$ cat config.mk
export PLATFORM = sky130hd
export DESIGN_NAME = rw_latch_wait_queue_waker_flat
export DESIGN_NICKNAME = d
export VERILOG_FILES = /design/src/rtl/core/rwq_pkg.sv /design/src/rtl/core/rwq_if.sv /design/src/rtl/core/rwq_ram.sv /design/src/rtl/core/rwq_ctrl.sv /design/src/rtl/core/rwq_dp.sv /design/src/rtl/core/rw_latch_wait_queue_waker.sv /design/src/flat_wrapper.sv
export SDC_FILE = /design/constraint.sdc
export NUM_CORES = 1
export LEC_CHECK = 0
export BUFFER_PORTS_ARGS = -buffer_cell sky130_fd_sc_hd__buf_2
export CAP_MARGIN = 10
export CORE_MARGIN = 2
export CORE_UTILIZATION = 65
export CTS_CLUSTER_SIZE = 16
export DETAILED_ROUTE_END_ITERATION = 10
export GPL_TIMING_DRIVEN = 0
export PLACE_DENSITY = 0.87
export SLEW_MARGIN = 30
export SYNTH_ARGS = -nofsm -noshare
export SYNTH_HDL_FRONTEND = slang
export SYNTH_HIERARCHICAL = 1
export SYNTH_SLANG_ARGS = --single-unit
$ cat constraint.sdc
create_clock -name clk -period 7.1 [get_ports clk]
set_clock_uncertainty 0.05 [all_clocks]
set_input_delay 1.42 -clock clk [delete_from_list [all_inputs] [get_ports clk]]
set_output_delay 1.42 -clock clk [all_outputs]
set_load 0.01 [all_outputs]
$ cat src/rtl/core/rwq_pkg.sv
// rwq_pkg: shared types, codes and defaults for the latch wait queue
// no dependencies; compiled first
package rwq_pkg;

  localparam int QUEUE_DEPTH_DEF = 16;

  typedef logic [1:0] op_t;
  typedef logic [1:0] purpose_t;
  typedef logic [7:0] id_t;

  localparam op_t OP_ENQUEUE   = 2'd0;
  localparam op_t OP_WAKE_NEXT = 2'd1;
  localparam op_t OP_WAKE_ALL  = 2'd2;

  localparam purpose_t P_OPT   = 2'd0;
  localparam purpose_t P_READ  = 2'd1;
  localparam purpose_t P_WRITE = 2'd2;
  localparam purpose_t P_REBAL = 2'd3;

  // stored waiter: purpose in the upper bits, id below
  typedef struct packed {
    purpose_t purpose;
    id_t      id;
  } entry_t;

  localparam int ENTRY_W = $bits(entry_t);

  typedef enum logic [2:0] {
    S_IDLE,
    S_DECODE,
    S_STATUS,
    S_ROT_RD,
    S_ROT_CHK,
    S_REL_RD,
    S_REL_CHK,
    S_FLUSH
  } state_t;

  // controller to datapath
  typedef struct packed {
    logic latch_in;
    logic init_wake;
    logic issue_rd;
    logic emit_status;
    logic rot_move;
    logic grp_set;
    logic rel_take;
    logic emit_flush;
  } cmd_t;

  // datapath to controller
  typedef struct packed {
    op_t  op;
    logic full;
    logic empty;
    logic out_free;
    logic head_opt;
    logic rot_last;
    logic take_ok;
    logic rel_end;
    logic hold_v;
  } sts_t;

endpackage

$ cat src/rtl/core/rwq_if.sv
// rwq_in_if / rwq_out_if: valid/ready channels of the wait queue
// depends on rwq_pkg
interface rwq_in_if;
  import rwq_pkg::*;
  logic     valid;
  logic     ready;
  op_t      op;
  purpose_t purpose;
  id_t      waiter_id;

  modport source (output valid, op, purpose, waiter_id, input ready);
  modport sink (input valid, op, purpose, waiter_id, output ready);
endinterface

interface rwq_out_if;
  import rwq_pkg::*;
  logic     valid;
  logic     ready;
  id_t      woken_id;
  purpose_t woken_purpose;
  logic     none_woken;
  logic     overflow;
  logic     last;

  modport source (output valid, woken_id, woken_purpose, none_woken, overflow, last,
                  input ready);
  modport sink (input valid, woken_id, woken_purpose, none_woken, overflow, last,
                output ready);
endinterface

$ cat src/rtl/core/rwq_ram.sv
// rwq_ram: generic single write, single read ram with registered read data
// no dependencies
module rwq_ram #(
  parameter int WIDTH = 10,
  parameter int DEPTH = 16
) (
  input  logic                     clk,
  input  logic                     we,
  input  logic [$clog2(DEPTH)-1:0] waddr,
  input  logic [WIDTH-1:0]         wdata,
  input  logic                     re,
  input  logic [$clog2(DEPTH)-1:0] raddr,
  output logic [WIDTH-1:0]         rdata
);

  logic [WIDTH-1:0] mem_r [DEPTH];
  logic [WIDTH-1:0] rdata_r;

  always_ff @(posedge clk) begin
    if (we) begin
      mem_r[waddr] <= wdata;
    end
    if (re) begin
      rdata_r <= mem_r[raddr];
    end
  end

  assign rdata = rdata_r;

endmodule

$ cat src/rtl/core/rwq_ctrl.sv
// rwq_ctrl: sequencer of the wait queue (decode, rotate, release, flush)
// depends on rwq_pkg; drives the datapath through cmd_t, reads sts_t
module rwq_ctrl (
  input  logic          clk,
  input  logic          rst_n,
  input  logic          in_valid,
  output logic          in_ready,
  input  rwq_pkg::sts_t sts,
  output rwq_pkg::cmd_t cmd
);
  import rwq_pkg::*;

  state_t state_r;
  state_t state_nxt;

  always_ff @(posedge clk) begin
    if (!rst_n) begin
      state_r <= S_IDLE;
    end else begin
      state_r <= state_nxt;
    end
  end

  // next state
  always_comb begin
    state_nxt = state_r;
    case (state_r)
      S_IDLE: begin
        if (in_valid) state_nxt = S_DECODE;
      end
      S_DECODE: begin
        case (sts.op)
          OP_WAKE_NEXT: state_nxt = sts.empty ? S_STATUS : S_ROT_RD;
          OP_WAKE_ALL:  state_nxt = sts.empty ? S_STATUS : S_REL_RD;
          default:      state_nxt = S_STATUS;
        endcase
      end
      S_STATUS: begin
        if (sts.out_free) state_nxt = S_IDLE;
      end
      S_ROT_RD: state_nxt = S_ROT_CHK;
      S_ROT_CHK: begin
        if (sts.head_opt) begin
          state_nxt = sts.rot_last ? S_REL_RD : S_ROT_RD;
        end else begin
          state_nxt = S_REL_CHK;
        end
      end
      S_REL_RD: state_nxt = S_REL_CHK;
      S_REL_CHK: begin
        if (!sts.take_ok) begin
          state_nxt = S_FLUSH;
        end else if (!sts.hold_v || sts.out_free) begin
          state_nxt = sts.rel_end ? S_FLUSH : S_REL_RD;
        end
      end
      S_FLUSH: begin
        if (sts.out_free) state_nxt = S_IDLE;
      end
      default: state_nxt = S_IDLE;
    endcase
  end

  // outputs
  always_comb begin
    cmd      = '0;
    in_ready = 1'b0;
    case (state_r)
      S_IDLE: begin
        in_ready     = 1'b1;
        cmd.latch_in = in_valid;
      end
      S_DECODE:  cmd.init_wake = 1'b1;
      S_STATUS:  cmd.emit_status = sts.out_free;
      S_ROT_RD:  cmd.issue_rd = 1'b1;
      S_ROT_CHK: begin
        cmd.rot_move = sts.head_opt;
        cmd.grp_set  = !sts.head_opt;
      end
      S_REL_RD:  cmd.issue_rd = 1'b1;
      S_REL_CHK: cmd.rel_take = sts.take_ok && (!sts.hold_v || sts.out_free);
      S_FLUSH:   cmd.emit_flush = sts.out_free;
      default:   cmd = '0;
    endcase
  end

endmodule

$ cat src/rtl/core/rwq_dp.sv
// rwq_dp: queue pointers, waiter store, held result and output register
// depends on rwq_pkg and rwq_ram; steered by rwq_ctrl through cmd_t
module rwq_dp #(
  parameter int QUEUE_DEPTH = rwq_pkg::QUEUE_DEPTH_DEF
) (
  input  logic              clk,
  input  logic              rst_n,
  input  rwq_pkg::cmd_t     cmd,
  output rwq_pkg::sts_t     sts,
  input  rwq_pkg::op_t      in_op,
  input  rwq_pkg::purpose_t in_purpose,
  input  rwq_pkg::id_t      in_waiter_id,
  output logic              out_valid,
  input  logic              out_ready,
  output rwq_pkg::id_t      out_woken_id,
  output rwq_pkg::purpose_t out_woken_purpose,
  output logic              out_none_woken,
  output logic              out_overflow,
  output logic              out_last
);
  import rwq_pkg::*;

  localparam int IW = $clog2(QUEUE_DEPTH);
  localparam int CW = $clog2(QUEUE_DEPTH + 1);
  localparam logic [IW-1:0] LAST_IDX = IW'(QUEUE_DEPTH - 1);
  localparam logic [CW-1:0] DEPTH_C  = CW'(QUEUE_DEPTH);
  localparam logic [CW:0]   DEPTH_W  = (CW + 1)'(QUEUE_DEPTH);

  op_t      op_r;
  purpose_t purpose_r;
  id_t      id_r;

  logic [IW-1:0] head_r, head_nxt;
  logic [CW-1:0] count_r, count_nxt;
  logic [CW-1:0] rot_r, rot_nxt;
  logic          all_r, all_nxt;
  purpose_t      grp_r, grp_nxt;
  entry_t        hold_r, hold_nxt;
  logic          hold_v_r, hold_v_nxt;

  logic          out_valid_r, out_valid_nxt;
  id_t           out_id_r, out_id_nxt;
  purpose_t      out_purp_r, out_purp_nxt;
  logic          out_none_r, out_none_nxt;
  logic          out_ovf_r, out_ovf_nxt;
  logic          out_last_r, out_last_nxt;

  logic [ENTRY_W-1:0] ram_rdata;
  entry_t             rd_entry;
  logic               ram_we;
  logic [ENTRY_W-1:0] ram_wdata;
  logic [CW:0]        tail_sum;
  logic [IW-1:0]      tail_idx;
  logic [IW-1:0]      head_inc;
  logic               full;
  logic               enq_write;
  logic               out_free;
  logic               out_load;

  assign rd_entry = entry_t'(ram_rdata);
  assign full     = (count_r == DEPTH_C);
  assign out_free = !out_valid_r || out_ready;

  // circular index arithmetic
  assign tail_sum = (CW + 1)'(head_r) + (CW + 1)'(count_r);
  assign tail_idx = (tail_sum >= DEPTH_W) ? IW'(tail_sum - DEPTH_W) : IW'(tail_sum);
  assign head_inc = (head_r == LAST_IDX) ? '0 : head_r + 1'b1;

  // appends and rotations both write at the tail
  assign enq_write = cmd.emit_status && (op_r == OP_ENQUEUE) && !full;
  assign ram_we    = enq_write || cmd.rot_move;
  assign ram_wdata = cmd.rot_move ? ram_rdata : {purpose_r, id_r};

  rwq_ram #(
    .WIDTH (ENTRY_W),
    .DEPTH (QUEUE_DEPTH)
  ) u_store (
    .clk   (clk),
    .we    (ram_we),
    .waddr (tail_idx),
    .wdata (ram_wdata),
    .re    (cmd.issue_rd),
    .raddr (head_r),
    .rdata (ram_rdata)
  );

  always_comb begin
    sts.op       = op_r;
    sts.full     = full;
    sts.empty    = (count_r == '0);
    sts.out_free = out_free;
    sts.head_opt = (rd_entry.purpose == P_OPT);
    sts.rot_last = ((rot_r + 1'b1) == count_r);
    sts.take_ok  = !hold_v_r || all_r || (rd_entry.purpose == grp_r);
    sts.rel_end  = (count_r == CW'(1)) || (!all_r && (grp_r == P_WRITE));
    sts.hold_v   = hold_v_r;
  end

  always_comb begin
    head_nxt   = head_r;
    count_nxt  = count_r;
    rot_nxt    = rot_r;
    all_nxt    = all_r;
    grp_nxt    = grp_r;
    hold_nxt   = hold_r;
    hold_v_nxt = hold_v_r;

    if (cmd.init_wake) begin
      rot_nxt    = '0;
      all_nxt    = (op_r == OP_WAKE_ALL);
      hold_v_nxt = 1'b0;
    end
    if (enq_write) begin
      count_nxt = count_r + 1'b1;
    end
    if (cmd.rot_move) begin
      head_nxt = head_inc;
      rot_nxt  = rot_r + 1'b1;
      if (sts.rot_last) all_nxt = 1'b1;
    end
    if (cmd.grp_set) begin
      grp_nxt = rd_entry.purpose;
    end
    if (cmd.rel_take) begin
      head_nxt   = head_inc;
      count_nxt  = count_r - 1'b1;
      hold_nxt   = rd_entry;
      hold_v_nxt = 1'b1;
    end
    if (cmd.emit_flush) begin
      hold_v_nxt = 1'b0;
    end
  end

  // a held waiter goes out once the next one is taken (same group, or any waiter in wake-all) or at flush
  assign out_load = cmd.emit_status || cmd.emit_flush || (cmd.rel_take && hold_v_r);

  always_comb begin
    out_valid_nxt = out_valid_r;
    out_id_nxt    = out_id_r;
    out_purp_nxt  = out_purp_r;
    out_none_nxt  = out_none_r;
    out_ovf_nxt   = out_ovf_r;
    out_last_nxt  = out_last_r;
    if (out_load) begin
      out_valid_nxt = 1'b1;
      if (cmd.emit_status) begin
        out_id_nxt   = '0;
        out_purp_nxt = P_OPT;
        out_none_nxt = 1'b1;
        out_ovf_nxt  = (op_r == OP_ENQUEUE) && full;
        out_last_nxt = 1'b1;
      end else begin
        out_id_nxt   = hold_r.id;
        out_purp_nxt = hold_r.purpose;
        out_none_nxt = 1'b0;
        out_ovf_nxt  = 1'b0;
        out_last_nxt = cmd.emit_flush;
      end
    end else if (out_ready) begin
      out_valid_nxt = 1'b0;
    end
  end

  always_ff @(posedge clk) begin
    if (!rst_n) begin
      head_r      <= '0;
      count_r     <= '0;
      hold_v_r    <= 1'b0;
      out_valid_r <= 1'b0;
    end else begin
      head_r      <= head_nxt;
      count_r     <= count_nxt;
      hold_v_r    <= hold_v_nxt;
      out_valid_r <= out_valid_nxt;
    end
  end

  always_ff @(posedge clk) begin
    if (cmd.latch_in) begin
      op_r      <= in_op;
      purpose_r <= in_purpose;
      id_r      <= in_waiter_id;
    end
    rot_r      <= rot_nxt;
    all_r      <= all_nxt;
    grp_r      <= grp_nxt;
    hold_r     <= hold_nxt;
    out_id_r   <= out_id_nxt;
    out_purp_r <= out_purp_nxt;
    out_none_r <= out_none_nxt;
    out_ovf_r  <= out_ovf_nxt;
    out_last_r <= out_last_nxt;
  end

  assign out_valid         = out_valid_r;
  assign out_woken_id      = out_id_r;
  assign out_woken_purpose = out_purp_r;
  assign out_none_woken    = out_none_r;
  assign out_overflow      = out_ovf_r;
  assign out_last          = out_last_r;

endmodule

$ cat src/rtl/core/rw_latch_wait_queue_waker.sv
// rw_latch_wait_queue_waker: wait queue of a reader/writer/rebalancer latch
// depends on rwq_pkg, rwq_if, rwq_ctrl, rwq_dp (which holds rwq_ram)
//
// usage
//   in_ch carries one command transaction: enqueue a waiter (purpose, id),
//   wake the next group, or wake every waiter. out_ch carries the results:
//   one transaction per released waiter, or a single status transaction
//   (none_woken, with overflow when an enqueue hits a full queue); the
//   final transaction of each command has last set.
// sequencing
//   one command at a time; in_ch.ready is high only while the block is idle.
//   enqueue, empty wake, unused op: a single status result after accept.
//   wake-all: one result per queued waiter, released in queue order.
//   wake-next: optimistic waiters at the head are rotated to the tail, then
//   the run of same-purpose waiters at the head is released (a writer alone);
//   when all are optimistic, all are released; paced by the store's read port.
// reset
//   rst_n (synchronous, active low) empties the queue and the output
//   register; the store itself is not cleared, only occupied slots are read.
// back-pressure
//   a stalled out_ch holds the current result; the sequencer waits with the
//   next one and takes no new command until the last result is loaded.
module rw_latch_wait_queue_waker #(
  parameter int QUEUE_DEPTH = rwq_pkg::QUEUE_DEPTH_DEF
) (
  input logic       clk,
  input logic       rst_n,
  rwq_in_if.sink    in_ch,
  rwq_out_if.source out_ch
);
  import rwq_pkg::*;

  cmd_t cmd;
  sts_t sts;

  // sequencer: decode, rotate optimistic readers, release, flush last
  rwq_ctrl u_ctrl (
    .clk      (clk),
    .rst_n    (rst_n),
    .in_valid (in_ch.valid),
    .in_ready (in_ch.ready),
    .sts      (sts),
    .cmd      (cmd)
  );

  // pointers, waiter store and output register
  rwq_dp #(
    .QUEUE_DEPTH (QUEUE_DEPTH)
  ) u_dp (
    .clk               (clk),
    .rst_n             (rst_n),
    .cmd               (cmd),
    .sts               (sts),
    .in_op             (in_ch.op),
    .in_purpose        (in_ch.purpose),
    .in_waiter_id      (in_ch.waiter_id),
    .out_valid         (out_ch.valid),
    .out_ready         (out_ch.ready),
    .out_woken_id      (out_ch.woken_id),
    .out_woken_purpose (out_ch.woken_purpose),
    .out_none_woken    (out_ch.none_woken),
    .out_overflow      (out_ch.overflow),
    .out_last          (out_ch.last)
  );

endmodule

$ cat src/flat_wrapper.sv
// flat-port wrapper written by rule: the top's interface ports become plain ports
module rw_latch_wait_queue_waker_flat import rwq_pkg::*;
#(
  parameter int QUEUE_DEPTH = rwq_pkg::QUEUE_DEPTH_DEF
)
  (clk, rst_n, in_ch_valid, in_ch_op, in_ch_purpose, in_ch_waiter_id, in_ch_ready, out_ch_valid, out_ch_woken_id, out_ch_woken_purpose, out_ch_none_woken, out_ch_overflow, out_ch_last, out_ch_ready);
  rwq_in_if in_ch_i ();
  rwq_out_if out_ch_i ();
  input logic clk;
  input logic rst_n;
  input wire logic [$bits(in_ch_i.valid)-1:0] in_ch_valid;
  input wire logic [$bits(in_ch_i.op)-1:0] in_ch_op;
  input wire logic [$bits(in_ch_i.purpose)-1:0] in_ch_purpose;
  input wire logic [$bits(in_ch_i.waiter_id)-1:0] in_ch_waiter_id;
  output wire logic [$bits(in_ch_i.ready)-1:0] in_ch_ready;
  output wire logic [$bits(out_ch_i.valid)-1:0] out_ch_valid;
  output wire logic [$bits(out_ch_i.woken_id)-1:0] out_ch_woken_id;
  output wire logic [$bits(out_ch_i.woken_purpose)-1:0] out_ch_woken_purpose;
  output wire logic [$bits(out_ch_i.none_woken)-1:0] out_ch_none_woken;
  output wire logic [$bits(out_ch_i.overflow)-1:0] out_ch_overflow;
  output wire logic [$bits(out_ch_i.last)-1:0] out_ch_last;
  input wire logic [$bits(out_ch_i.ready)-1:0] out_ch_ready;
  assign in_ch_i.valid = in_ch_valid;
  assign in_ch_i.op = in_ch_op;
  assign in_ch_i.purpose = in_ch_purpose;
  assign in_ch_i.waiter_id = in_ch_waiter_id;
  assign in_ch_ready = in_ch_i.ready;
  assign out_ch_valid = out_ch_i.valid;
  assign out_ch_woken_id = out_ch_i.woken_id;
  assign out_ch_woken_purpose = out_ch_i.woken_purpose;
  assign out_ch_none_woken = out_ch_i.none_woken;
  assign out_ch_overflow = out_ch_i.overflow;
  assign out_ch_last = out_ch_i.last;
  assign out_ch_i.ready = out_ch_ready;
  rw_latch_wait_queue_waker #(.QUEUE_DEPTH(QUEUE_DEPTH)) u_core (.clk(clk), .rst_n(rst_n), .in_ch(in_ch_i), .out_ch(out_ch_i));
endmodule
# Word level (Yosys, flattened, before mapping)
# Memory sizes are Yosys's and may differ from the RTL's. A register that Yosys moved wholly into a read port is not among the register bits.
# Cells that the tools add are included.
# totals
in_bits	16
memories	1
ramBits	160
ff_bits	57
out_inout_bits	15
elab_cells	115
# classes
addsub	6
order_cmp	1
reduce_logical	32
mux	38
n_bitwise	1
n_eq_ne	18
# memory_table
memory	words	word_bits	rd	rd_ports_with_merged_regs	wr	line	text
u_core.u_dp.u_store.mem_r	16	10	1	1	1	rwq_ram.sv:16	logic [WIDTH-1:0] mem_r [DEPTH];
# ops
operator	count
$mux W3	7
$pmux W3 S7	1
$mux W5	4
$mux W1	18
$mux W4	4
$eq A3 B3 Y1 const B	4
$add A5 B1 Y5 const B	2
$mux W10	1
$reduce_bool A2 Y1	5
$logic_or A1 B1 Y1	8
$add A4 B5 Y6	1
$eq A3 B2 Y1 const B	2
$ge A6 B5 Y1 const B	1
$logic_and A1 B1 Y1	6
$pmux W3 S2	1
$reduce_or A2 Y1	3
$eq A5 B1 Y1 const B	1
$eq A5 B5 Y1	1
$eq A5 B5 Y1 const B	1
$logic_not A1 Y1	5
$logic_not A5 Y1	1
$sub A5 B1 Y5 const B	1
$add A4 B1 Y4 const B	1
$eq A2 B2 Y1 const B	2
other kinds (13)	15

# Logic depth before layout (Yosys ltp)
# logic_depth
word_depth	8
mapped_depth	10

# Hierarchy
# The synthesis kept the hierarchy.
# by_module_without_submodules
module	instances	area_each_um2	seq_area_each_um2	cells_per_inst
rwq_ram	1	6453.7	5104.9	279
rwq_dp	1	2478.6	1501.4	182
rwq_ctrl	1	394.1	60.1	56

# Least setup slack after synthesis
# OpenSTA, ideal clock, no wires.
# synth_path
path_type	input port to flip-flop
start	in out_ch_ready
end	mem u_core.u_dp.u_store.mem_r[0][0] (enable)
arrival_ps	3594
cell_stages	9
setup_slack_ps	3066
setup_time_ps	390
required_time_ps	6660
path_cell_list	nor2b_1 > inv_1 > buf_4 > nand2_1 > nor3_1 > nor3b_2 > a21o_1 > or3b_1 > nor3_1
# synth_rtl
item	line	text
start: declaration	flat_wrapper.sv:22	input wire logic [$bits(out_ch_i.ready)-1:0] out_ch_ready;
end: declaration	rwq_ram.sv:16	

==> summary.md <==
| Metric | Value |
|---|---|
| CP Class | `in -> reg` |
| Clock latency on the worst-skew pair | `about 500 ps` |
| Ant. Diodes | `0` |
| Number of fill cells in the layout | `762` |
| Switching Fraction | `20.26%` |
| Initial antenna violation count | `0` |
| Avg WL per Cell | `26.09 µm` |
| F_max | `0.2397 GHz` |
| Chip height | `between 100 and 150 µm` |
| Final Core Density | `75.25%` |
| Grt total ovfl | `0` |
| Vias per std cell | `6.652` |
| Final Non-Filler Cells | `770` |
| Global-route wire length before repair | `29,900 µm` |
| # DRC | `0` |
| Worst VDD drop | `about 0.00028 V` |
| Critical path's top delay family | `simple AND/OR/NAND/NOR gates` |
| CTS Buffer Depth | `3` |
| Starting Density | `~67%` |
| Largest net degree at the start of global routing | `17` |
| Netlist Area Pre-Place | `9315 µm²` |
| Post-CTS Resized | `0` |
| Hold Slack | `401.3 ps` |
| Worst Hold Class | `reg -> reg` |
| Status | `finished, final reports clean` |
| CTS Buf Count | `23` |
| Die area | `between 15,000 and 20,000 µm²` |
| Hold Violations, Final | `0` |
| Post-route ant nets | `0` |
| Htree depth | `1` |
| CP max-delay cell | `nor2_1` |
| CTS sink count | `227` |
| R2R setup slack | `3350 ps` |
| DP Worst Slack | `between 2000 and 2500 ps` |
| Slowest cell delay on critical path | `approximately 760 ps` |
| RSZ-0062 raised after global routing | `no` |
| Mean Syn Cell Area | `18.09 µm²` |
| Pleak | `3.489 nW` |
| Worst Path Buf+Inv | `3` |
| Synth-to-layout area growth | `12.57%` |
| Total GRT Usage | `27.43%` |
| HPWL after DPL | `around 12,000 µm` |
| CTS root buf | `clkbuf_16` |
| Number of global-route vias before repair | `5,117` |
| Clock network power share | `a little over two fifths` |
| Least-Margin Pin Slew | `965.2 ps` |
| Layout cells sized above 1 | `22.54%` |
| CTS tree | `yes` |
| Largest fanout on the critical path | `10` |
| First-pass DRT Iterations | `5` |
| Via count | `5,122` |
| Post-synthesis cell count | `just over 500` |
| Count of final setup violators | `0` |
| Period utilisation layout | `58.77%` |
| Net Switching | `0.5597 mW` |
| Post-CTS Hold Fix Bufs | `0` |
| Finished Cell Area | `10,490 µm²` |
| Syn Nets | `approximately 540` |
| Post CTS Setup Buffer Count | `0` |
| Crit. End Element | `flip-flop` |
| Startpoint Class | `primary input` |
| Internal cell power | `around 2.2 mW` |
| Cells along the critical path | `buf_2 -> nor2b_1 -> inv_1 -> buf_4 -> nand2_1 -> nor3_1 -> nor3b_2 -> a21o_1 -> or3b_1 -> nor2_1` |
| Cell Area, Placed | `9744 µm²` |
| Max-cap violations | `0` |
| DR iter-0 viols | `605` |
| Slew margin rel. | `35.42%` |
| Placed cell count | `about 730` |
| DIE WIDTH | `123.7 µm` |
| Routed wire length | `20,090 µm` |
| Combinational share of power | `3.4%` |
| Setup TNS Final | `0 ps` |
| Seq pwr share | `between 50 and 60%` |
| Final GP Congestion | `0.8873` |
| Pwr Density | `263.4 nW/µm²` |
| IO Pins | `31` |
| Clock-pin transition on the worst setup and hold timing paths | `about 60 ps` |
| Port Buffer Count | `30` |
| Yosys warns | `6` |
| Min Clock Period, post-route | `~4200 ps` |
| Site row count | `43` |
| Post-layout worst setup margin | `2927 ps` |
| Slew Viols, Final | `0` |
| Worst Path Arrival | `around 4300 ps` |
| # nets final | `601` |
| CP required | `about 7000 ps` |
| CORE AREA | `13,930 µm²` |
| Tot Pwr | `2.762 mW` |
==> final cells by class <==
class                      count  area, µm²  area share (%)
sequential                   227       6666           63.57
timing repair buffer          34      180.2           1.718
inverter                      10      37.54          0.3580
clock buffer                  30      611.8           5.835
multi-input combinational    253       2476           23.61
tap                          180      225.2           2.148
buffer                        25      168.9           1.611
clock inverter                11      120.1           1.145
==> registers in the layout (all words and copies together), names as in the netlist, 4 cells and up <==
register	cells
u_core/u_dp/hold_r	10
u_core/u_dp/count_r	5
u_core/u_dp/u_store/mem_r	160
u_core/u_dp/rot_r	5
u_core/u_dp/u_store/rdata	10
u_core/u_dp/head_r	4
u_core/u_dp/out_woken_id	8
u_core/u_dp/id_r	8
==> power by group through the flow <==
stage / Sequential [mW] / Combinational, mW / Clock (mW)
floorplan: 1.53 / 0.0550 / 0
global placement: 1.53 / 0.0849 / 0
detailed placement: 1.53 / 0.0914 / 0
CTS: 1.50 / 0.0927 / 1.18
global route: 1.50 / 0.101 / 1.23
finish: 1.50 / 0.0933 / 1.17
==> cell usage in the layout, fill, tap and decap left out, types with 13 or more instances in the layout <==
cell type	instances
nand2_1	19
nor2b_1	20
clkbuf_16	23
mux4_2	28
edfxtp_1	212
dfxtp_1	15
buf_2	34
nor2_1	17
a22oi_1	20
xnor2_1	13
==> worst paths after layout <==
| check | startpoint | end | cells after the start |
|---|---|---|---|
| min | u_core/u_dp/u_store/rdata[6] | u_core/u_dp/hold_r[6] | 0 |
| max reg2reg | u_core/u_ctrl/state_r[1] | u_core/u_dp/u_store/mem_r[2][5] | 7 |
| min reg2reg | u_core/u_dp/u_store/rdata[6] | u_core/u_dp/hold_r[6] | 0 |
| max | out_ch_ready | u_core/u_dp/u_store/mem_r[2][5] | 10 |
==> layer usage <==
metal | share of wire [%] | wire [µm] | track usage [%] | up-vias
met5 | 0 | 0 | 0 | -
met3 | 8.0 | 1600 | 5.495 | 68
li1 | - | - | - | 2174
met1 | 37 | 7382 | 34.72 | 2546
met4 | 3.7 | 748 | 9.304 | 0
met2 | 52 | 10360 | 47.80 | 334
(Power assumes the default switching activity.)
